===== src/rtl/aart_pkg.sv =====
package aart_pkg;

    // coordinate width of the point and translation fields
    localparam int COORD_WIDTH = 32;

    // pipeline geometry shared by the top level and the checker
    localparam int SQRT_CELLS = 32;
    localparam int DIV_CELLS  = 32;
    localparam int L_SIDE     = 3;
    localparam int L_LEN      = 5;
    localparam int L_ROOT     = L_LEN + SQRT_CELLS;
    localparam int L_NUM      = L_ROOT + 1;
    localparam int L_QUO      = L_NUM + DIV_CELLS;
    localparam int L_U        = L_QUO + 1;
    localparam int L_OUT      = L_U + 6;

    typedef logic signed [33:0] q_t;

    localparam q_t Q_ONE     = 34'sd1073741824;
    localparam q_t Q_MONE    = -34'sd1073741824;
    localparam q_t Q_HALF_PI = 34'sd1686629713;
    localparam q_t Q_PI      = 34'sd3373259426;
    localparam q_t Q_GAIN    = 34'sd652032874;

    typedef struct packed {
        logic signed [31:0] rot_angle;
        logic signed [COORD_WIDTH-1:0] first_point_x;
        logic signed [COORD_WIDTH-1:0] first_point_y;
        logic signed [COORD_WIDTH-1:0] first_point_z;
        logic signed [COORD_WIDTH-1:0] second_point_x;
        logic signed [COORD_WIDTH-1:0] second_point_y;
        logic signed [COORD_WIDTH-1:0] second_point_z;
    } req_t;

    typedef struct packed {
        logic signed [31:0] rot_r0c0;
        logic signed [31:0] rot_r0c1;
        logic signed [31:0] rot_r0c2;
        logic signed [31:0] rot_r1c0;
        logic signed [31:0] rot_r1c1;
        logic signed [31:0] rot_r1c2;
        logic signed [31:0] rot_r2c0;
        logic signed [31:0] rot_r2c1;
        logic signed [31:0] rot_r2c2;
        logic signed [COORD_WIDTH-1:0] shift_x;
        logic signed [COORD_WIDTH-1:0] shift_y;
        logic signed [COORD_WIDTH-1:0] shift_z;
    } res_t;

    // cordic cell state
    typedef struct packed {
        q_t   x;
        q_t   y;
        q_t   z;
        logic flip;
    } cord_t;

    // square root cell state
    typedef struct packed {
        logic [62:0] x;
        logic [62:0] r;
    } sqrt_t;

    // divider cell state
    typedef struct packed {
        logic [60:0] num;
        logic [30:0] rem;
        logic [30:0] den;
        logic [31:0] q;
    } div_t;

    // normalised axis data travelling beside the root and divide chains
    typedef struct packed {
        logic [2:0][29:0] m;
        logic [2:0]       neg;
        logic             zero;
    } ax_side_t;

    typedef struct packed {
        q_t c;
        q_t s;
    } sc_t;

    // arctangent of 2^-i in signed q4.30
    function automatic q_t atan_q30(input int unsigned i);
        q_t v;
        case (i)
            0: v = 34'sd843314856;
            1: v = 34'sd497837829;
            2: v = 34'sd263043836;
            3: v = 34'sd133525158;
            4: v = 34'sd67021686;
            5: v = 34'sd33543515;
            6: v = 34'sd16775850;
            7: v = 34'sd8388437;
            8: v = 34'sd4194282;
            9: v = 34'sd2097149;
            default:
            begin
                if (i < 30)
                    v = q_t'((64'd1 << (30 - i)) - 64'd1);
                else
                    v = '0;
            end
        endcase
        return v;
    endfunction

    // rounded signed q4.30 product
    function automatic q_t mulq(input q_t a, input q_t b);
        logic signed [67:0] p;
        p = a * b + 68'sd536870912;
        return p[63:30];
    endfunction

    function automatic q_t clamp_one(input q_t v);
        q_t r;
        if (v > Q_ONE)
            r = Q_ONE;
        else if (v < Q_MONE)
            r = Q_MONE;
        else
            r = v;
        return r;
    endfunction

endpackage


===== src/rtl/aart_sqrt_cell.sv =====
module aart_sqrt_cell #(
    parameter int BIT_POS = 62
) (
    input  logic              clk,
    input  aart_pkg::sqrt_t   din,
    output aart_pkg::sqrt_t   dout
);

    localparam logic [62:0] BIT = 63'd1 << BIT_POS;

    aart_pkg::sqrt_t dout_next;
    aart_pkg::sqrt_t dout_reg;
    logic [62:0]     trial;

    // one root bit: subtract the trial square when it fits
    always_comb
    begin
        trial = din.r + BIT;
        if (din.x >= trial)
        begin
            dout_next.x = din.x - trial;
            dout_next.r = (din.r >> 1) + BIT;
        end
        else
        begin
            dout_next.x = din.x;
            dout_next.r = din.r >> 1;
        end
    end

    always_ff @(posedge clk)
    begin
        dout_reg <= dout_next;
    end

    assign dout = dout_reg;

endmodule


===== config.mk =====
export PLATFORM = sky130hd
export DESIGN_NAME = aart_sqrt_cell
export DESIGN_NICKNAME = d
export VERILOG_FILES = /design/src/rtl/aart_pkg.sv /design/src/rtl/aart_sqrt_cell.sv
export SDC_FILE = /design/constraint.sdc
export NUM_CORES = 1
export LEC_CHECK = 0
export ABC_AREA = 1
export BUFFER_PORTS_ARGS = -buffer_cell sky130_fd_sc_hd__clkbuf_2
export CAP_MARGIN = 20
export CORE_UTILIZATION = 55
export CTS_CLUSTER_SIZE = 16
export DETAILED_ROUTE_END_ITERATION = 8
export PLACE_DENSITY = 0.83
export SLEW_MARGIN = 20
export SYNTH_ARGS = -nofsm -noshare
export SYNTH_HDL_FRONTEND = slang
export SYNTH_SLANG_ARGS = --single-unit
export TNS_END_PERCENT = 1

===== constraint.sdc =====
create_clock -name clk -period 3.1 [get_ports clk]
set_clock_uncertainty 0.2 [all_clocks]
set_input_delay 0.775 -clock clk [delete_from_list [all_inputs] [get_ports clk]]
set_output_delay 0.775 -clock clk [all_outputs]
set_load 0.05 [all_outputs]

Yosys cells after proc, flatten, opt, wreduce, memory -nomap -nowiden
Cells that the tools add are included.
Widths: inputs -> output; s select.
{"block": "classes", "addsub": 3, "div_mod_pow": 0, "bitwise": 0, "n_eq_ne": 0, "mul": 0, "magnitude_cmp": 1, "mux": 1, "shifts": 0, "n_reduce_logical": 0}
{"op": "$mux 126", "count": 1}
{"op": "$add 62x63->63 const B", "count": 1}
{"op": "$add 63x63->63 const B", "count": 1}
{"op": "$ge 63x63->1", "count": 1}
{"op": "$sub 63x63->63", "count": 1}
{"block": "word_totals", "in_bits": 127, "latch_bits": 0, "word_cells": 8, "output_inout_bits": 126, "ff_bits": 126, "mem_bits_rw": 0, "mem_count": 0, "rom_bits": 0}

Logic depth before layout (Yosys ltp)
{"block": "depth", "word_depth": 3, "depth_mapped": 18, "mapped_depth_nobuf": 17}

Worst setup path after synthesis
Ideal clock, no wire load.
{"block": "synth_timing", "kind": "in2reg", "startpoint": "input port din[6] (netlist bit)", "endpoint": "register dout_reg, in the netlist dout[90]", "arrival_time_ns": 2.311, "cell_stages": 16, "setup_ns": 0.113, "n_path_buf": 2, "t_required_ns": 2.787, "path_slack_ns": 0.476, "cell_sequence": "inv_1 -> ha_1 -> nand2_1 -> inv_1 -> a21oi_1 -> nand2_2 -> nand2_1 -> nand2_2 -> nand2_1 -> nand2_2 -> nand2_1 -> nand3_2 -> buf_6 -> buf_12 -> nand2_1 -> nand2_1"}
{"item": "start, declared", "line": "aart_sqrt_cell.sv:5", "source": "input aart_pkg::sqrt_t din,"}
{"item": "end signal, assigned", "line": "aart_sqrt_cell.sv:33", "source": "dout_reg <= dout_next;"}
{"item": "end, declared", "line": "aart_sqrt_cell.sv:12", "source": "aart_pkg::sqrt_t dout_reg;"}

==> results.toml <==
[floorplanning]
die_w_um = 135
chipHeight_um = 135
start_util = 0.564
ioPinCount = 253
die_area_um2 = 18300
num_rows = 48
coreArea_um2 = 17300

[layout]
num_antenna_cells = 0
post-route-util = 0.726
nets = 2231
largest_register_ffs = 126
drive_gt1_frac = 0.210
area_growth_pct = 28.6

[detailed_routing]
met2_length_um = 16400
vias_per_cell = 5.04
drc_errors = 0
wl_met3_um = 2360
wl_per_cell_um = 15.5
wl_met1_um = 14200
drtAntennaViolNets = 0
dr.pass1.iters = 6
top_layer_used = "met4"
via_count = 11500
drt_iter0_drc = 760
drt_wl_total_um = 35300

[clocking]
cts_tree = "built"
cts_buffer_depth = 2
h-tree-depth = 4
clock_tree.root_cell = "clkbuf_16"
cts.sinks = 126
clkTransAtPathRegs_ns = 0.07
ctsResizeCount = 0
post_cts_buffers = 0
cts_buffers = 17
hold_buffers = 0

[global_routing]
grt_pass1_wl_um = 54200
grt_pass1_vias = 10900
grt_overflow = 0
grtUsageTotal = 0.391
grt_max_degree = 37
antenna_found_initial = 0

[yosys]
synth_cell_types = 31
ys_ff_latch = 126
synthArstFlopShare = 0
ys_warn_count = 0
ys_seq_area_frac = 0.258
ys.flop_type = "dfxtp_1"
synthesis.area_um2 = 9760
postSynthAreaPerCell_um2 = 5.76
synth_edf_count = 0
syn_nets = 1886
syn_inst = 1694

[pwr]
power_w = 0.00666
clkPwrFrac = 0.330
power.switching_w = 0.00273
comb_power_share = 0.388
power.internal_w = 0.00393
leakage_nw = 8.02
ir_worst_vdd_mv = 0.449
power_frac_seq = 0.282
power_density_nw_per_um2 = 530
switching_share = 0.410

[job]
max-cap-violations = 0

[sta]
fmax_ghz = 0.355
rsz0062_at_grt = "false"
maxSlewHeadroom = 0.635
setup_viol = 0
fin_tns_setup_ns = 0
hold_viol = 0
finalCritPeriodShare = 0.910
finalCriticalPeriod_ns = 2.82
worst_slack_ns = 0.279
drv_slew = 0
tightest_slew_ns = 0.545

[worst_hold_path]
hold_class = "in2reg"
hold_depth = 1

[worst_setup_path]
cp-end-kind = "register"
start_kind = "input port"
critPathArrivalTime_ns = 2.94
crit_type = "in2reg"
cp_max_fo = 4
critPathRequiredTime_ns = 3.22

[place]
gp_congestion = 1.01
dp_hpwl_um = 29200
dp_slack_ns = -0.119
portBuffers = 252

[outcome]
status = "finished clean"
area by class of cell:
cell class	instances	area (um2)
multi-input cells	1153	5610
fillers	1494	4750
flip-flops and latches	126	2520
repair buffers	345	2020
inverters	396	1490
clock buffers	18	439
well taps	225	282
clock inverters	13	190
synth_stat cells, drive strengths merged (4+ instances only):
| master | count | area share |
|---|---|---|
| nand2 | 699 | 0.27 |
| inv | 396 | 0.15 |
| nand3 | 157 | 0.090 |
| dfxtp | 126 | 0.26 |
| nor2 | 115 | 0.049 |
| ha | 64 | 0.082 |
| a21oi | 38 | 0.020 |
| xor2 | 30 | 0.027 |
| buf | 19 | 0.015 |
| nand4 | 17 | 0.011 |
| nor3 | 13 | 0.0077 |
| and2 | 5 | 0.0032 |
| nor4 | 4 | 0.0032 |
final timing paths:
kind,start,endpoint,slack (ns)
worst min-delay path,din[3],dout[2]$_DFF_P_,0.24
worst max-delay path,din[63],dout[103]$_DFF_P_,0.28
stage by stage:
step | hold slack [ns] | area (um2) | instances
after floorplan | 0.603 | 9760 | 1694
after global routing | 0.249 | 12500 | 2276
after detailed placement | 0.694 | 11900 | 2245
after global placement | 0.693 | 11900 | 2245
final | 0.244 | 12500 | 2276
after CTS | 0.240 | 12500 | 2276
cell usage in the layout (no fill, tap or decap), drive strengths merged:
cell type / instances
clkinv: 4
nor2: 115
xor2: 30
clkinvlp: 4
fa: 1
inv: 397
nand3: 157
nor4: 4
ha: 64
nand4: 17
nand2: 699
dfxtp: 126
o21ai: 3
a21oi: 38
bufinv: 4
and3: 2
and2: 5
or2: 2
o21bai: 1
clkbuf: 270
nand3b: 2
nor3: 13
buf: 93
cells by family after synthesis:
kind of cell,count (synthesis),share of synthesized area
AOI/OAI and AO/OA,42,0.0222
buffers and inverters,415,0.168
adders and majority gates,65,0.0841
xor gates and xnor gates,30,0.0269
and+or+nand+nor,1016,0.441
DFF,126,0.258
critical path, cell delays in order:
cell and delay, ns:
clkbuf_2 0.08, inv_1 0.08, ha_1 0.14, inv_1 0.04, fa_1 0.44, nand2_1 0.12
nand3_1 0.10, nand3_1 0.09, nand2_1 0.17, nand2_1 0.10, nand3_1 0.25, nand2_1 0.27
nand3_1 0.12, nand3_2 0.09, nand2_1 0.06
routing by layer:
layer	up-vias	track usage
met5	-	0
met4	0	0.254
met3	125	0.0655
met2	524	0.668
met1	5091	0.450
li1	5735	-
power groups by stage:
stage          clock [W]  sequential (W)  combinational (W)
2_1_floorplan          0         0.00261            0.00106
3_5_place_dp           0         0.00191            0.00254
4_1_cts          0.00220         0.00188            0.00256
6_report         0.00219         0.00188            0.00258
5_1_grt          0.00226         0.00189            0.00278
3_3_place_gp           0         0.00190            0.00250
Note: power is estimated with default switching activity, not from simulation.
