`config.mk`:
```
export PLATFORM = sky130hd
export DESIGN_NAME = aart_div_cell
export DESIGN_NICKNAME = d
export VERILOG_FILES = /design/src/rtl/aart_pkg.sv /design/src/rtl/aart_div_cell.sv
export SDC_FILE = /design/constraint.sdc
export NUM_CORES = 1
export LEC_CHECK = 0
export BUFFER_PORTS_ARGS = -buffer_cell sky130_fd_sc_hd__buf_2
export CAP_MARGIN = 20
export CORE_AREA = 2 2 121 123
export CTS_CLUSTER_DIAMETER = 50
export DETAILED_ROUTE_END_ITERATION = 16
export DIE_AREA = 0 0 123 125
export PLACE_DENSITY = 0.82
export SYNTH_ARGS = -nofsm -noshare
export SYNTH_HDL_FRONTEND = slang
export SYNTH_SLANG_ARGS = --single-unit
```
`constraint.sdc`:
```
create_clock -name clk -period 3.5 [get_ports clk]
set_input_delay 0.35 -clock clk [delete_from_list [all_inputs] [get_ports clk]]
set_output_delay 0.35 -clock clk [all_outputs]
set_load 0.01 [all_outputs]
```
`src/rtl/aart_pkg.sv`:
```
package aart_pkg;

    // coordinate width of the point and translation fields
    localparam int COORD_WIDTH = 32;

    // pipeline geometry shared by the top level and the checker
    localparam int SQRT_CELLS = 32;
    localparam int DIV_CELLS  = 32;
    localparam int L_SIDE     = 3;
    localparam int L_LEN      = 5;
    localparam int L_ROOT     = L_LEN + SQRT_CELLS;
    localparam int L_NUM      = L_ROOT + 1;
    localparam int L_QUO      = L_NUM + DIV_CELLS;
    localparam int L_U        = L_QUO + 1;
    localparam int L_OUT      = L_U + 6;

    typedef logic signed [33:0] q_t;

    localparam q_t Q_ONE     = 34'sd1073741824;
    localparam q_t Q_MONE    = -34'sd1073741824;
    localparam q_t Q_HALF_PI = 34'sd1686629713;
    localparam q_t Q_PI      = 34'sd3373259426;
    localparam q_t Q_GAIN    = 34'sd652032874;

    typedef struct packed {
        logic signed [31:0] rot_angle;
        logic signed [COORD_WIDTH-1:0] first_point_x;
        logic signed [COORD_WIDTH-1:0] first_point_y;
        logic signed [COORD_WIDTH-1:0] first_point_z;
        logic signed [COORD_WIDTH-1:0] second_point_x;
        logic signed [COORD_WIDTH-1:0] second_point_y;
        logic signed [COORD_WIDTH-1:0] second_point_z;
    } req_t;

    typedef struct packed {
        logic signed [31:0] rot_r0c0;
        logic signed [31:0] rot_r0c1;
        logic signed [31:0] rot_r0c2;
        logic signed [31:0] rot_r1c0;
        logic signed [31:0] rot_r1c1;
        logic signed [31:0] rot_r1c2;
        logic signed [31:0] rot_r2c0;
        logic signed [31:0] rot_r2c1;
        logic signed [31:0] rot_r2c2;
        logic signed [COORD_WIDTH-1:0] shift_x;
        logic signed [COORD_WIDTH-1:0] shift_y;
        logic signed [COORD_WIDTH-1:0] shift_z;
    } res_t;

    // cordic cell state
    typedef struct packed {
        q_t   x;
        q_t   y;
        q_t   z;
        logic flip;
    } cord_t;

    // square root cell state
    typedef struct packed {
        logic [62:0] x;
        logic [62:0] r;
    } sqrt_t;

    // divider cell state
    typedef struct packed {
        logic [60:0] num;
        logic [30:0] rem;
        logic [30:0] den;
        logic [31:0] q;
    } div_t;

    // normalised axis data travelling beside the root and divide chains
    typedef struct packed {
        logic [2:0][29:0] m;
        logic [2:0]       neg;
        logic             zero;
    } ax_side_t;

    typedef struct packed {
        q_t c;
        q_t s;
    } sc_t;

    // arctangent of 2^-i in signed q4.30
    function automatic q_t atan_q30(input int unsigned i);
        q_t v;
        case (i)
            0: v = 34'sd843314856;
            1: v = 34'sd497837829;
            2: v = 34'sd263043836;
            3: v = 34'sd133525158;
            4: v = 34'sd67021686;
            5: v = 34'sd33543515;
            6: v = 34'sd16775850;
            7: v = 34'sd8388437;
            8: v = 34'sd4194282;
            9: v = 34'sd2097149;
            default:
            begin
                if (i < 30)
                    v = q_t'((64'd1 << (30 - i)) - 64'd1);
                else
                    v = '0;
            end
        endcase
        return v;
    endfunction

    // rounded signed q4.30 product
    function automatic q_t mulq(input q_t a, input q_t b);
        logic signed [67:0] p;
        p = a * b + 68'sd536870912;
        return p[63:30];
    endfunction

    function automatic q_t clamp_one(input q_t v);
        q_t r;
        if (v > Q_ONE)
            r = Q_ONE;
        else if (v < Q_MONE)
            r = Q_MONE;
        else
            r = v;
        return r;
    endfunction

endpackage

```
`src/rtl/aart_div_cell.sv`:
```
module aart_div_cell #(
    parameter int BIT_POS = 31
) (
    input  logic             clk,
    input  aart_pkg::div_t   din,
    output aart_pkg::div_t   dout
);

    aart_pkg::div_t dout_next;
    aart_pkg::div_t dout_reg;
    logic [31:0]    trial;

    // one restoring quotient bit
    always_comb
    begin
        trial     = {din.rem, din.num[BIT_POS]};
        dout_next = din;
        if (trial >= {1'b0, din.den})
        begin
            dout_next.rem        = 31'(trial - {1'b0, din.den});
            dout_next.q[BIT_POS] = 1'b1;
        end
        else
        begin
            dout_next.rem        = trial[30:0];
            dout_next.q[BIT_POS] = 1'b0;
        end
    end

    always_ff @(posedge clk)
    begin
        dout_reg <= dout_next;
    end

    assign dout = dout_reg;

endmodule

```
# --- Word-level counts from Yosys, hierarchy flattened ---
# Index checks and enable logic that the tools add are counted.
# Widths: inputs -> output; s select.
classes:
  mux: 2
  n_addsub: 1
  order_cmp: 1
ops:
  columns: ["cell", "n"]
  rows:
  - ["$ge 32x31->1", 1]
  - ["$mux 31", 1]
  - ["$sub 31x31->31", 1]
  - ["$mux 1", 1]
word_totals:
  register_bits: 155
  out_inout_bits: 155

# --- Longest topological paths before layout ---
depth:
  depth_word: 2
  depth_mapped: 13

# --- Worst setup path before layout ---
# OpenSTA, ideal clock, no wires.
synth_path:
  kind: "input port to flip-flop"
  startpoint: "in din[57] (netlist name)"
  endpoint: "reg dout_reg (netlist bit dout[81])"
  n_path_buf: 0
  arrival_ns: 2.435
  path_slack_ns: 0.944
  setup_time_ns: 0.121
  path_stages: 10
  cell_sequence: "inv_1 > ha_1 > a21o_1 > a21o_1 > a2111oi_1 > nor3_1 > a211o_1 > nor2_4 > inv_4 > mux2_4"
synth_rtl:
  columns: ["item", "line", "text"]
  rows:
  - ["start: declaration", "aart_div_cell.sv:5", "input aart_pkg::div_t din,"]
  - ["end signal: assignment", "aart_div_cell.sv:32", "dout_reg <= dout_next;"]
  - ["end: declaration", "aart_div_cell.sv:10", "aart_pkg::div_t dout_reg;"]

==> flow_summary_export.csv <==
group,metric,value,unit
critical_path,cp.arrival,3.03,ns
sta,finalSetupViolCount,0,
floorplanning,coreArea,14200,um^2
global_route,grt_pass1_vias,4459,
logic_synthesis,syn_inst,502,
global_route,antenna_found_initial,4,
global_route,grt.total_usage,19.8,%
clock_tree,cts.sinks,155,
power,power_density,586,nW/um^2
clock_tree,cts-buffers-inserted,17,
sta,rsz0062_at_grt,"no",
power,p_leak,0.00388,uW
logic_synthesis,ys_ff_latch,155,
floorplanning,dieArea,15400,um^2
global_route,grt_max_degree,32,
critical_path,cp-end-kind,"register",
floorplanning,placement_rows,44,
logic_synthesis,yosys.area_share.adder,7.78,%
run,drv_cap,0,
worst_hold_path,hold_path.class,"in -> reg",
power,peakVddDrop,0.293,mV
worst_hold_path,holdPathStages,1,
critical_path,crit_fanout,31,
clock_tree,htree_levels,4,
drt,routed_via_density,4.66,
worst_hold_path,worstHoldStart,"din[97]",
final_layout,fillers,1237,
critical_path,critPathLaunchType,"primary input",
sta,tightest_slew,0.457,ns
floorplanning,die_w,123,um
sta,setup_tns,0,ns
drt,wl,16400,um
critical_path,critPathKind,"in -> reg",
logic_synthesis,syn_nets,690,
clock_tree,root_buffer,"clkbuf_16",
floorplanning,io-pin-count,311,
logic_synthesis,ys_types,47,
logic_synthesis,synthSimpleGateAreaFrac,10.3,%
drt,vias,4802,
place,dp_cells,987,
logic_synthesis,synth_compound_area_share,14.2,%
logic_synthesis,ys.warnings.count,0,
logic_synthesis,synth_top_family_by_area,"compound AO/OA/AOI/OAI gates",
logic_synthesis,synth_area_leader_cell,"dfxtp_1",
sta,period_minus_slack,2.73,ns
place,globalplace.congestion,0.836,
floorplanning,start_util,36.9,%
logic_synthesis,synth_top_area_share,59.2,%
logic_synthesis,muxShareOfSynthArea,0.286,%
sta,whs,0.0226,ns
worst_hold_path,hold_end,"dout[97]$_DFF_P_",
floorplanning,fp.dieH,125,um
final_layout,largest_register_ffs,155,
critical_path,required,3.80,ns
sta,fin_crit_sh,77.9,%
sta,hold_viol,0,
clock_tree,cts.path.max_buffers,2,
final_layout,layout.cells.non_filler,1031,
logic_synthesis,netlist_area,5250,um^2
logic_synthesis,synth_area_per_cell,10.4,um^2
sta,slew_violations,0,
final_layout,nets,1021,
clock_tree,cts_tree,"built",
sta,slew_headroom,69.2,%
global_route,grt_first_pass_wirelength,23000,um
sta,clock.fmax,367,MHz
logic_synthesis,synth_edf_count,0,
logic_synthesis,synth_xor_area_share,3.84,%
drt,drt_iter0_markers,253,
place,port_buffers,309,
final_layout,drive_above_1_share,41.4,%
global_route,grt_overflow_total,0,
logic_synthesis,synthArstFlopShare,0,%
clock_tree,cts.clk_slew.worst_paths,0.07,ns
drt,drtAntennaViolNets,0,
logic_synthesis,yosys-top-cells-area,"dfxtp_1 (59%), ha_1 (7.4%), a21oi_1 (4.7%), inv_1 (2.9%), nor2_1 (2.9%)",
place,hpwl,12700,um
logic_synthesis,ys_seq_area_share,59.2,%
logic_synthesis,synthFlopType,"dfxtp_1",
drt,wire_per_inst,15.9,um
final_layout,fin_util,54.0,%
drt,post-route-drc-count,0,
run_status,status,"complete, no violations",
final_layout,area_growth,46.2,%
drt,firstDrtPassIters,5,
[through the flow]
step	setup slack (ns)	power (uW)	area, um^2
3_5_place_dp	0.331	2740	6980
4_1_cts	0.778	4510	7560
6_report	0.772	4490	7670
5_1_grt	0.564	4690	7670
3_3_place_gp	0.464	2720	6980
2_1_floorplan	0.944	2410	5250
[synth_stat cells (all sizes together) (2+ instances only)]
cell    instances
o21bai          5
xor2           12
nand4           5
nor4            3
o21ai          27
a31o            2
and2            5
nor2b           4
a31oi           2
a21oi          49
nand3           5
inv            42
a211o           3
nand2          35
ha             31
nor3            5
clkbuf          4
nor3b           2
o211ai          4
o31ai           3
nand2b          4
and3            2
nor2           42
buf             8
xnor2          11
dfxtp         155
a211oi          7
o311a           2
a21o            5
o211a           3
o21a            2
or3             2
[routing by layer]
metal	up-vias	global-route usage, %	part of all wire, %
met3	26	8.71	9.5
met2	217	35.9	52
met5	-	0	0.25
met1	2171	20.1	36
li1	2382	-	-
met4	6	6.48	2.0
[how the worst max path moves through the flow]
stage / start / end / slack, ns / depth (start not counted)
after floorplan: din[57] / dout[81]$_DFF_P_ / 0.94 / 10
after global placement: din[57] / dout[72]$_DFF_P_ / 0.46 / 13
after detailed placement: din[57] / dout[73]$_DFF_P_ / 0.33 / 13
after CTS: din[57] / dout[73]$_DFF_P_ / 0.78 / 13
after global routing: din[57] / dout[66]$_DFF_P_ / 0.56 / 13
final: din[57] / dout[73]$_DFF_P_ / 0.77 / 13
[layout make-up]
class / instances / area (um^2) / share of cell area (%)
Antenna cell: 1 / 2.50 / 0.0326
Multi-Input combinational cell: 293 / 1910 / 24.9
Timing Repair Buffer: 324 / 1690 / 22.0
Clock buffer: 18 / 429 / 5.60
Clock inverter: 14 / 150 / 1.96
Inverter: 42 / 160 / 2.09
Tap cell: 184 / 230 / 3.00
Sequential cell: 155 / 3100 / 40.5
[cell families (layout without fill, tap and decap cells)]
group	count (synthesis)	after routing
buffers and inverters	54	398
other	0	1
AND/OR/NAND/NOR	116	116
multiplexers	1	1
XOR/XNOR	23	23
adder cells (fa/ha/maj)	32	32
AO/OA/AOI/OAI	121	121
flip-flops	155	155
[placed cells by master (no fill, tap or decap), drive strengths merged, types with 7 or more instances in the layout]
master       Yosys  routed
buf              8     313
clkbuf           4      18
nor2            42      42
dlygate4sd3      0      11
dfxtp          155     155
o21ai           27      27
a211oi           7       7
xor2            12      12
inv             42      50
nand2           35      35
ha              31      31
a21oi           49      49
xnor2           11      11
[what timing repair did]
item / in CTS / in global routing
hold buffers: 0 / 11
endpoints found under the setup margin: 0 / 0
hold endpoints to repair: 0 / 11
resized for setup: 0 / 0
setup buffers: 0 / 0
[where the power goes]
| part | switching [uW] | total (uW) | internal (uW) |
|---|---|---|---|
| clock network | 822 | 1780 | 954 |
| registers | 33.8 | 1950 | 1920 |
| logic | 431 | 767 | 336 |
[worst max-delay path, stage by stage]
cell and delay, ns:
buf_2 0.08, inv_1 0.05, ha_1 0.35, a21o_1 0.21, a21o_1 0.19, a2111oi_1 0.45, nor3_1 0.15, a211o_1 0.36
nor2_4 0.25, inv_4 0.21, buf_4 0.23, nor2_1 0.09, a21oi_1 0.06
(Power assumes the default switching activity.)
