**config.mk**
```make
export PLATFORM = sky130hd
export DESIGN_NAME = aart_cordic_cell
export DESIGN_NICKNAME = d
export VERILOG_FILES = /design/src/rtl/aart_pkg.sv /design/src/rtl/aart_cordic_cell.sv
export SDC_FILE = /design/constraint.sdc
export NUM_CORES = 1
export LEC_CHECK = 0
export ABC_AREA = 1
export BUFFER_PORTS_ARGS = -buffer_cell sky130_fd_sc_hd__buf_2
export CAP_MARGIN = 15
export CORE_MARGIN = 8
export CORE_UTILIZATION = 35
export CTS_CLUSTER_DIAMETER = 120
export DETAILED_ROUTE_END_ITERATION = 6
export PLACE_DENSITY = 0.59
export SETUP_SLACK_MARGIN = 0.2
export SYNTH_ARGS = -nofsm -noshare
export SYNTH_HDL_FRONTEND = slang
export SYNTH_SLANG_ARGS = --single-unit
export TNS_END_PERCENT = 10
```
**constraint.sdc**
```tcl
create_clock -name clk -period 6 [get_ports clk]
set_clock_uncertainty 0.15 [all_clocks]
set_input_delay 0.6 -clock clk [delete_from_list [all_inputs] [get_ports clk]]
set_output_delay 0.6 -clock clk [all_outputs]
set_load 0.03 [all_outputs]
```
**src/rtl/aart_pkg.sv**
```systemverilog
package aart_pkg;

    // coordinate width of the point and translation fields
    localparam int COORD_WIDTH = 32;

    // pipeline geometry shared by the top level and the checker
    localparam int SQRT_CELLS = 32;
    localparam int DIV_CELLS  = 32;
    localparam int L_SIDE     = 3;
    localparam int L_LEN      = 5;
    localparam int L_ROOT     = L_LEN + SQRT_CELLS;
    localparam int L_NUM      = L_ROOT + 1;
    localparam int L_QUO      = L_NUM + DIV_CELLS;
    localparam int L_U        = L_QUO + 1;
    localparam int L_OUT      = L_U + 6;

    typedef logic signed [33:0] q_t;

    localparam q_t Q_ONE     = 34'sd1073741824;
    localparam q_t Q_MONE    = -34'sd1073741824;
    localparam q_t Q_HALF_PI = 34'sd1686629713;
    localparam q_t Q_PI      = 34'sd3373259426;
    localparam q_t Q_GAIN    = 34'sd652032874;

    typedef struct packed {
        logic signed [31:0] rot_angle;
        logic signed [COORD_WIDTH-1:0] first_point_x;
        logic signed [COORD_WIDTH-1:0] first_point_y;
        logic signed [COORD_WIDTH-1:0] first_point_z;
        logic signed [COORD_WIDTH-1:0] second_point_x;
        logic signed [COORD_WIDTH-1:0] second_point_y;
        logic signed [COORD_WIDTH-1:0] second_point_z;
    } req_t;

    typedef struct packed {
        logic signed [31:0] rot_r0c0;
        logic signed [31:0] rot_r0c1;
        logic signed [31:0] rot_r0c2;
        logic signed [31:0] rot_r1c0;
        logic signed [31:0] rot_r1c1;
        logic signed [31:0] rot_r1c2;
        logic signed [31:0] rot_r2c0;
        logic signed [31:0] rot_r2c1;
        logic signed [31:0] rot_r2c2;
        logic signed [COORD_WIDTH-1:0] shift_x;
        logic signed [COORD_WIDTH-1:0] shift_y;
        logic signed [COORD_WIDTH-1:0] shift_z;
    } res_t;

    // cordic cell state
    typedef struct packed {
        q_t   x;
        q_t   y;
        q_t   z;
        logic flip;
    } cord_t;

    // square root cell state
    typedef struct packed {
        logic [62:0] x;
        logic [62:0] r;
    } sqrt_t;

    // divider cell state
    typedef struct packed {
        logic [60:0] num;
        logic [30:0] rem;
        logic [30:0] den;
        logic [31:0] q;
    } div_t;

    // normalised axis data travelling beside the root and divide chains
    typedef struct packed {
        logic [2:0][29:0] m;
        logic [2:0]       neg;
        logic             zero;
    } ax_side_t;

    typedef struct packed {
        q_t c;
        q_t s;
    } sc_t;

    // arctangent of 2^-i in signed q4.30
    function automatic q_t atan_q30(input int unsigned i);
        q_t v;
        case (i)
            0: v = 34'sd843314856;
            1: v = 34'sd497837829;
            2: v = 34'sd263043836;
            3: v = 34'sd133525158;
            4: v = 34'sd67021686;
            5: v = 34'sd33543515;
            6: v = 34'sd16775850;
            7: v = 34'sd8388437;
            8: v = 34'sd4194282;
            9: v = 34'sd2097149;
            default:
            begin
                if (i < 30)
                    v = q_t'((64'd1 << (30 - i)) - 64'd1);
                else
                    v = '0;
            end
        endcase
        return v;
    endfunction

    // rounded signed q4.30 product
    function automatic q_t mulq(input q_t a, input q_t b);
        logic signed [67:0] p;
        p = a * b + 68'sd536870912;
        return p[63:30];
    endfunction

    function automatic q_t clamp_one(input q_t v);
        q_t r;
        if (v > Q_ONE)
            r = Q_ONE;
        else if (v < Q_MONE)
            r = Q_MONE;
        else
            r = v;
        return r;
    endfunction

endpackage

```
**src/rtl/aart_cordic_cell.sv**
```systemverilog
module aart_cordic_cell #(
    parameter int IDX = 0
) (
    input  logic              clk,
    input  aart_pkg::cord_t   din,
    output aart_pkg::cord_t   dout
);

    localparam aart_pkg::q_t ATAN = aart_pkg::atan_q30(IDX);

    aart_pkg::cord_t dout_next;
    aart_pkg::cord_t dout_reg;
    aart_pkg::q_t    sx;
    aart_pkg::q_t    sy;

    // one micro-rotation towards zero residual angle
    always_comb
    begin
        sx = din.x >>> IDX;
        sy = din.y >>> IDX;
        dout_next.flip = din.flip;
        if (din.z >= 0)
        begin
            dout_next.x = din.x - sy;
            dout_next.y = din.y + sx;
            dout_next.z = din.z - ATAN;
        end
        else
        begin
            dout_next.x = din.x + sy;
            dout_next.y = din.y - sx;
            dout_next.z = din.z + ATAN;
        end
    end

    always_ff @(posedge clk)
    begin
        dout_reg <= dout_next;
    end

    assign dout = dout_reg;

endmodule

```
-- Yosys cells after proc, flatten, opt, wreduce, memory -nomap -nowiden
Index checks and enable logic that the tools add are counted.
- flip-flop bits (word level): 103
- add/subtract/negate cells: 5
- multiplexer cells: 1
- magnitude comparators: 1
- operator list (cell ; count):
    2-to-1 mux 102 bit ; 1
    subtractor 34 bit ; 2
    adder 34 x 31 -> 34 bit (second input constant) ; 1
    adder 34 bit ; 1
    greater-or-equal comparator 34 x 1 -> 1 bit (second input constant) ; 1
    subtractor 34 x 31 -> 34 bit (second input constant) ; 1

-- Depth between registers and ports, before layout
Gate-level depths: netlist of the first run.
- word-level depth: 2
- gate-level depth with buffers: 19
- mapped depth without buffers: 18

-- Least setup slack after synthesis of the first run
No wires, ideal clock.
- kind: input -> register
- start point: input din[33] (netlist bit)
- end point: register dout_reg (netlist bit dout[31])
- arrival: 2.934 ns
- data required time: 5.730 ns
- buffers on the path: 1
- library setup time: 0.120 ns
- cell stages on the path: 18
- setup slack: 2.797 ns
- cells stage by stage: inv_1 ha_1 nand3_1 nor3_1 nand2_1 o21ai_2 inv_2 clkbuf_1 ha_1 a21oi_1 nor2_1 nor2_1 nor2_1 nor2_1 nor2_1 nor2_1 nand2_1 xor2_1
- RTL lines (item ; line ; RTL):
    from (decl) ; aart_cordic_cell.sv:5 ; input aart_pkg::cord_t din,
    to (signal assigned) ; aart_cordic_cell.sv:38 ; dout_reg <= dout_next;
    to (decl) ; aart_cordic_cell.sv:12 ; aart_pkg::cord_t dout_reg;

==> impl_metrics.yaml, run 1 <==
sta:
  relSlewSlack_pct: 36.9
  slew_viol_final: 0
  worst_slew_pin_slew_ns: 0.947
  rsz0062_at_grt: "no"
  period_needed_ns: 3.81
  hold_violations: 0
  holdWs_ns: 0.167
  period_share_pct: 63.6
  clock.fmax_ghz: 0.262
  setup_ws_ns: 2.19
  tns_ns: 0
  setup_viol: 0
floorplanning:
  rows: 66
  core_area_sq_um: 32200
  initial_utilization_pct: 35.2
  ios: 207
  dieArea_sq_um: 38400
  die_y_microns: 196
  die_x_microns: 196
final_layout:
  largest_reg_flops: 102
  syn2layout_area_growth_pct: 14.0
  drive_above_1_share_pct: 14.3
  mostFrequentLayoutCells: "nand2_1, inv_1, buf_2"
  final_common_cell: "nand2_1"
  fin_nets: 2285
  final_cells: 2461
  n_antenna_cell: 0
critical_path:
  cp-start-kind: "input port"
  critPathArrivalTime_ns: 3.94
  crit_required_ns: 6.13
  endpoint: "dout[34]"
  critPathCaptureType: "register"
  cp-startpoint: "din[25]"
  crit_path_max_fanout: 81
  crit_type: "in -> reg"
detailed_routing:
  vias: 12900
  drc: 0
  drt_iter0_drc: 886
  ant_nets: 0
  wl_mm: 42.6
  wl_per_cell_microns: 17.3
  viasPerCell: 5.26
  first_pass_iters: 6
clocking:
  clkSlewWorstSetupHoldPaths_ns: 0.08
  cts_tree: "done"
  root_buffer: "clkbuf_16"
  clock-sinks: 102
  ctsHoldBuffers: 0
  cts_resized: 0
  cts_setup_buffers: 0
  cts_buffers: 9
  cts_buffer_depth: 2
  htree_num_levels: 3
global_routing:
  grt_pass1_vias: 12700
  grt_max_degree: 82
  grt_overflow: 0
  grt_first_pass_wirelength_mm: 66.1
  antenna_found_initial: 0
  grt_use_total_pct: 21.8
placement:
  dp_worst_setup_slack_ns: 1.76
  dp_hpwl_mm: 35.8
  portBuffers: 206
  globalplace.congestion: 0.962
  placedCellCount: 2445
yosys:
  synth_area_sq_um: 11300
  yosys_warnings: 0
  synth_cells: 1873
  synth.avg_cell_area_sq_um: 6.05
  ys_ff_latch: 102
  synth_cell_types: 42
  seq_area_frac_synth_pct: 18.0
  syn-num-nets: 2110
hold_path:
  min_path_type: "in -> reg"
job:
  drv_cap: 0
run_status:
  outcome: "complete, no violations"
pwr:
  power_density_nw_per_um2: 231
  p_leak_nw: 6.92
  ir_drop_mv: 0.153
  finalPower_mw: 2.98
## cells by family after synthesis
kind of cell             after synthesis  share of synthesized area (%)
AO/OA/AOI/OAI                        301                           14.5
flip-flops                           102                           18.0
XOR/XNOR                              58                           4.48
buffers and inverters                306                           11.4
adder cells (fa/ha/maj)              133                           14.9
AND/OR/NAND/NOR                      973                           36.7
## area by class of cell
type | instances | area (sq um)
inverters | 262 | 986
repair buffers | 208 | 1050
clock inverters | 6 | 97.6
clock buffers | 10 | 229
multi-input cells | 1465 | 8010
flip-flops and latches | 102 | 2040
well taps | 408 | 510
fillers | 3539 | 19300
## through the flow
step / utilization (%) / area [sq um]
finish: 40.1 / 12900
global route: 40.1 / 12900
CTS: 40.1 / 12900
detailed placement: 39.1 / 12600
global placement: 39.1 / 12600
floorplan: - / 11300
## worst max-delay path, cell delays in order
cell and delay (ns):
buf_2 0.11, nor4_1 0.49, nand3_1 0.24, o21ai_4 0.33, buf_4 0.73, ha_1 0.43
a21oi_1 0.23, o21ai_0 0.19, a21oi_1 0.19, nor2_1 0.06, nor2_1 0.10, nand2_1 0.07
xor2_1 0.13
## power by group
part	internal (mW)	switching, mW
sequential	0.807	0.0360
clock	0.374	0.311
combinational	0.416	1.04
## how the worst min path moves through the flow
stage                 from  endpoint  slack, ns  depth (start not counted)
floorplan           din[0]   dout[0]       0.48                          0
global placement    din[0]   dout[0]       0.55                          1
detailed placement  din[0]   dout[0]       0.55                          1
CTS                 din[0]   dout[0]       0.15                          1
global route        din[0]   dout[0]       0.16                          1
finish              din[0]   dout[0]       0.17                          1
## synthesized netlist by cell type, drive strengths merged
cell type,n,area (sq um)
a21boi,2,15.0
a21o,5,37.5
a21oi,148,771
a31oi,4,25.0
buf,42,297
clkbuf,2,7.51
clkinv,3,11.3
dfxtp,102,2040
fa,4,80.1
ha,129,1610
inv,259,975
nand2,548,2100
nand3,184,931
nand3b,6,45.0
nand4,19,119
nor2,176,713
nor3,30,170
nor4,8,71.3
o2111ai,1,8.76
o211ai,2,15.0
o21a,8,60.1
o21ai,116,596
o21bai,15,113
or2,2,12.5
xnor2,6,52.6
xor2,52,455
## layer usage
metal  vias to the layer above  GRT usage, %  share of wire (%)
met3                        77          3.24                6.5
met5                         -             0                  0
li1                       6374             -                  -
met1                      5961          26.5                 43
met4                         0          9.69                3.7
met2                       535          37.5                 47
No activity file was read; power rests on OpenSTA's default activity.
==> run 2: changes to the inputs <==
- ABC_AREA: 1 -> 0
- PLACE_DENSITY: 0.59 -> 0.61
- clock period: 6 -> 3.6 ns (I/O delays scaled with it)
==> impl_metrics.yaml, run 2 <==
clocking:
  clock-sinks: 102
  cts_tree: "done"
  htree_num_levels: 3
  cts_buffers: 9
  clkSlewWorstSetupHoldPaths_ns: 0.09
  cts_buffer_depth: 2
  root_buffer: "clkbuf_16"
yosys:
  synth-edff-count: 0
  synth_area_sq_um: 9460
  seq_area_frac_synth_pct: 21.6
  synthArstFlopShare_pct: 0
  yosysTopAreaCellShare_pct: 21.6
  synth_cell_types: 79
  synth.avg_cell_area_sq_um: 7.65
  synth_top_area_cell: "dfxtp_1"
  ys_ff_latch: 102
  yosys.cell_count.top_type: "a21oi_1"
  syn-num-nets: 1474
  synth_area_leaders: "dfxtp_1, ha_1, a21oi_1"
  synth-main-ff-cell: "dfxtp_1"
  synth_cells: 1237
  yosys_warnings: 0
  ys_top_cells_by_count: "a21oi_1, ha_1, nor2_1"
pwr:
  ir_drop_mv: 0.235
  power_density_nw_per_um2: 409
  comb_power_share_pct: 49.9
  p_switching_mw: 2.25
  seqPwrFrac_pct: 28.8
  switching_share_pct: 44.7
  finalPower_mw: 5.03
  internal-power_mw: 2.78
  pwr-share-clk_pct: 21.3
  p_leak_nw: 5.81
sta:
  relSlewSlack_pct: 52.9
  setup_ws_ns: 0.306
  tns_ns: 0
  rsz0062_at_grt: "yes"
  period_needed_ns: 3.29
  worst_slew_pin_slew_ns: 0.700
  setup_viol: 0
  clock.fmax_ghz: 0.304
  slew_viol_final: 0
  period_share_pct: 91.5
  hold_violations: 0
floorplanning:
  core_area_sq_um: 26700
  die_x_microns: 180
  die_y_microns: 180
  ios: 207
  rows: 60
  dieArea_sq_um: 32600
  initial_utilization_pct: 35.4
run_status:
  outcome: "complete, no violations"
critical_path:
  cp-start-kind: "input port"
  path_depth: 18
  critPathCaptureType: "register"
  cp_top_family: "compound AO/OA/AOI/OAI gates"
  max_stage_delay_ns: 0.36
  crit_type: "in -> reg"
  critPathArrivalTime_ns: 3.45
  critPathBufInv: 4
  crit_required_ns: 3.75
  crit_path_top_delay_cell: "a211o_1"
  crit_path_max_fanout: 7
  path_cells: "buf_4 -> inv_12 -> ha_4 -> nor4b_4 -> nand4_1 -> nor3_2 -> or2b_4 -> inv_6 -> buf_6 -> ha_1 -> o21a_1 -> nor2_2 -> a31oi_4 -> a211o_1 -> a221oi_4 -> nor3_2 -> o22ai_1 -> xnor2_1"
  cpMostUsedCell: "nor3_2"
placement:
  dp_hpwl_mm: 27.5
  globalplace.congestion: 0.935
  dp_worst_setup_slack_ns: -0.308
  portBuffers: 206
  place_area_sq_um: 11700
final_layout:
  mostFrequentLayoutCells: "buf_2, a21oi_1, ha_1, buf_4, nor2_1"
  finalInstanceArea_sq_um: 12300
  fin_nets: 1766
  largest_reg_flops: 102
  syn2layout_area_growth_pct: 29.9
  drive_above_1_share_pct: 26.1
  final_common_cell: "buf_2"
global_routing:
  antenna_found_initial: 5
  grt_max_degree: 48
  grt_use_total_pct: 19.9
  grt_first_pass_wirelength_mm: 53.1
  grt_overflow: 0
  grt_pass1_vias: 10000
job:
  drv_cap: 0
detailed_routing:
  wl_mm: 33.6
  wl_per_cell_microns: 17.9
  first_pass_iters: 5
  drc: 0
  vias: 9925
  ant_nets: 0
  drt_iter0_drc: 634
  viasPerCell: 5.28
hold_path:
  worstHoldEndpoint: "dout[69]"
  min_path_type: "in -> reg"
  holdPathStages: 3
  holdCritStartpoint: "din[69]"
run 2: worst max-delay path by stage:
stage             from  endpoint  slack [ns]
6_report       din[34]  dout[31]        0.31
5_1_grt        din[34]  dout[34]        0.14
4_1_cts        din[34]  dout[33]        0.17
3_5_place_dp   din[34]  dout[34]       -0.31
3_3_place_gp   din[34]  dout[33]       -0.23
2_1_floorplan  din[34]  dout[31]        0.05
run 2: metrics by stage:
stage	utilization, %	cells	hold slack [ns]
3_5_place_dp	43.7	1850	0.316
4_1_cts	45.1	1870	0.121
5_1_grt	46.0	1876	0.145
2_1_floorplan	-	1237	0.238
6_report	46.0	1878	0.137
3_3_place_gp	43.7	1850	0.312
run 2: cell families after synthesis:
group	after synthesis	share of synthesized area, %
compound gates	421	28.5
buf+inv	166	6.98
simple gates	310	15.2
fa+ha+maj	133	17.9
xor+xnor	92	8.52
mux	13	1.38
flops	102	21.6
run 2: metal layers:
layer | GRT usage (%) | vias up | wire length [microns]
met2 | 32.4 | 349 | 15200
met5 | 0 | - | 24
met3 | 5.04 | 64 | 2180
met1 | 25.3 | 4557 | 15300
met4 | 6.68 | 4 | 907
li1 | - | 4951 | -
run 2: worst min-delay path, delay by kind of cell:
| family | cells | cell delay [ns] |
|---|---|---|
| buffers and inverters | 2 | 0.13 |
| adder cells (fa/ha/maj) | 1 | 0.12 |
run 2: power by group through the flow:
stage / Sequential (mW) / Clock [mW] / Combinational [mW]
after floorplan: 2.00 / 0 / 1.07
after detailed placement: 1.47 / 0 / 2.43
after CTS: 1.45 / 1.10 / 2.46
after global placement: 1.47 / 0 / 2.43
after global routing: 1.48 / 1.16 / 2.69
final: 1.45 / 1.07 / 2.51
run 2: cell type report:
type	instances	area (sq um)
antenna	3	7.51
clock buffer	9	225
clock inverter	7	83.8
fill	2720	14400
inverter	116	455
multi-input combinational	969	7060
sequential	102	2040
tap	341	427
timing repair buffer	331	1990
run 2: timing repair:
item | 4_1_cts | 5_1_grt
setup endpoints to repair | 6 | 10
endpoints found under the hold margin | 4 | 0
pin swaps | 0 | 25
buffers inserted | 0 | 5
hold buffers | 4 | 0
gates resized for setup | 5 | 39
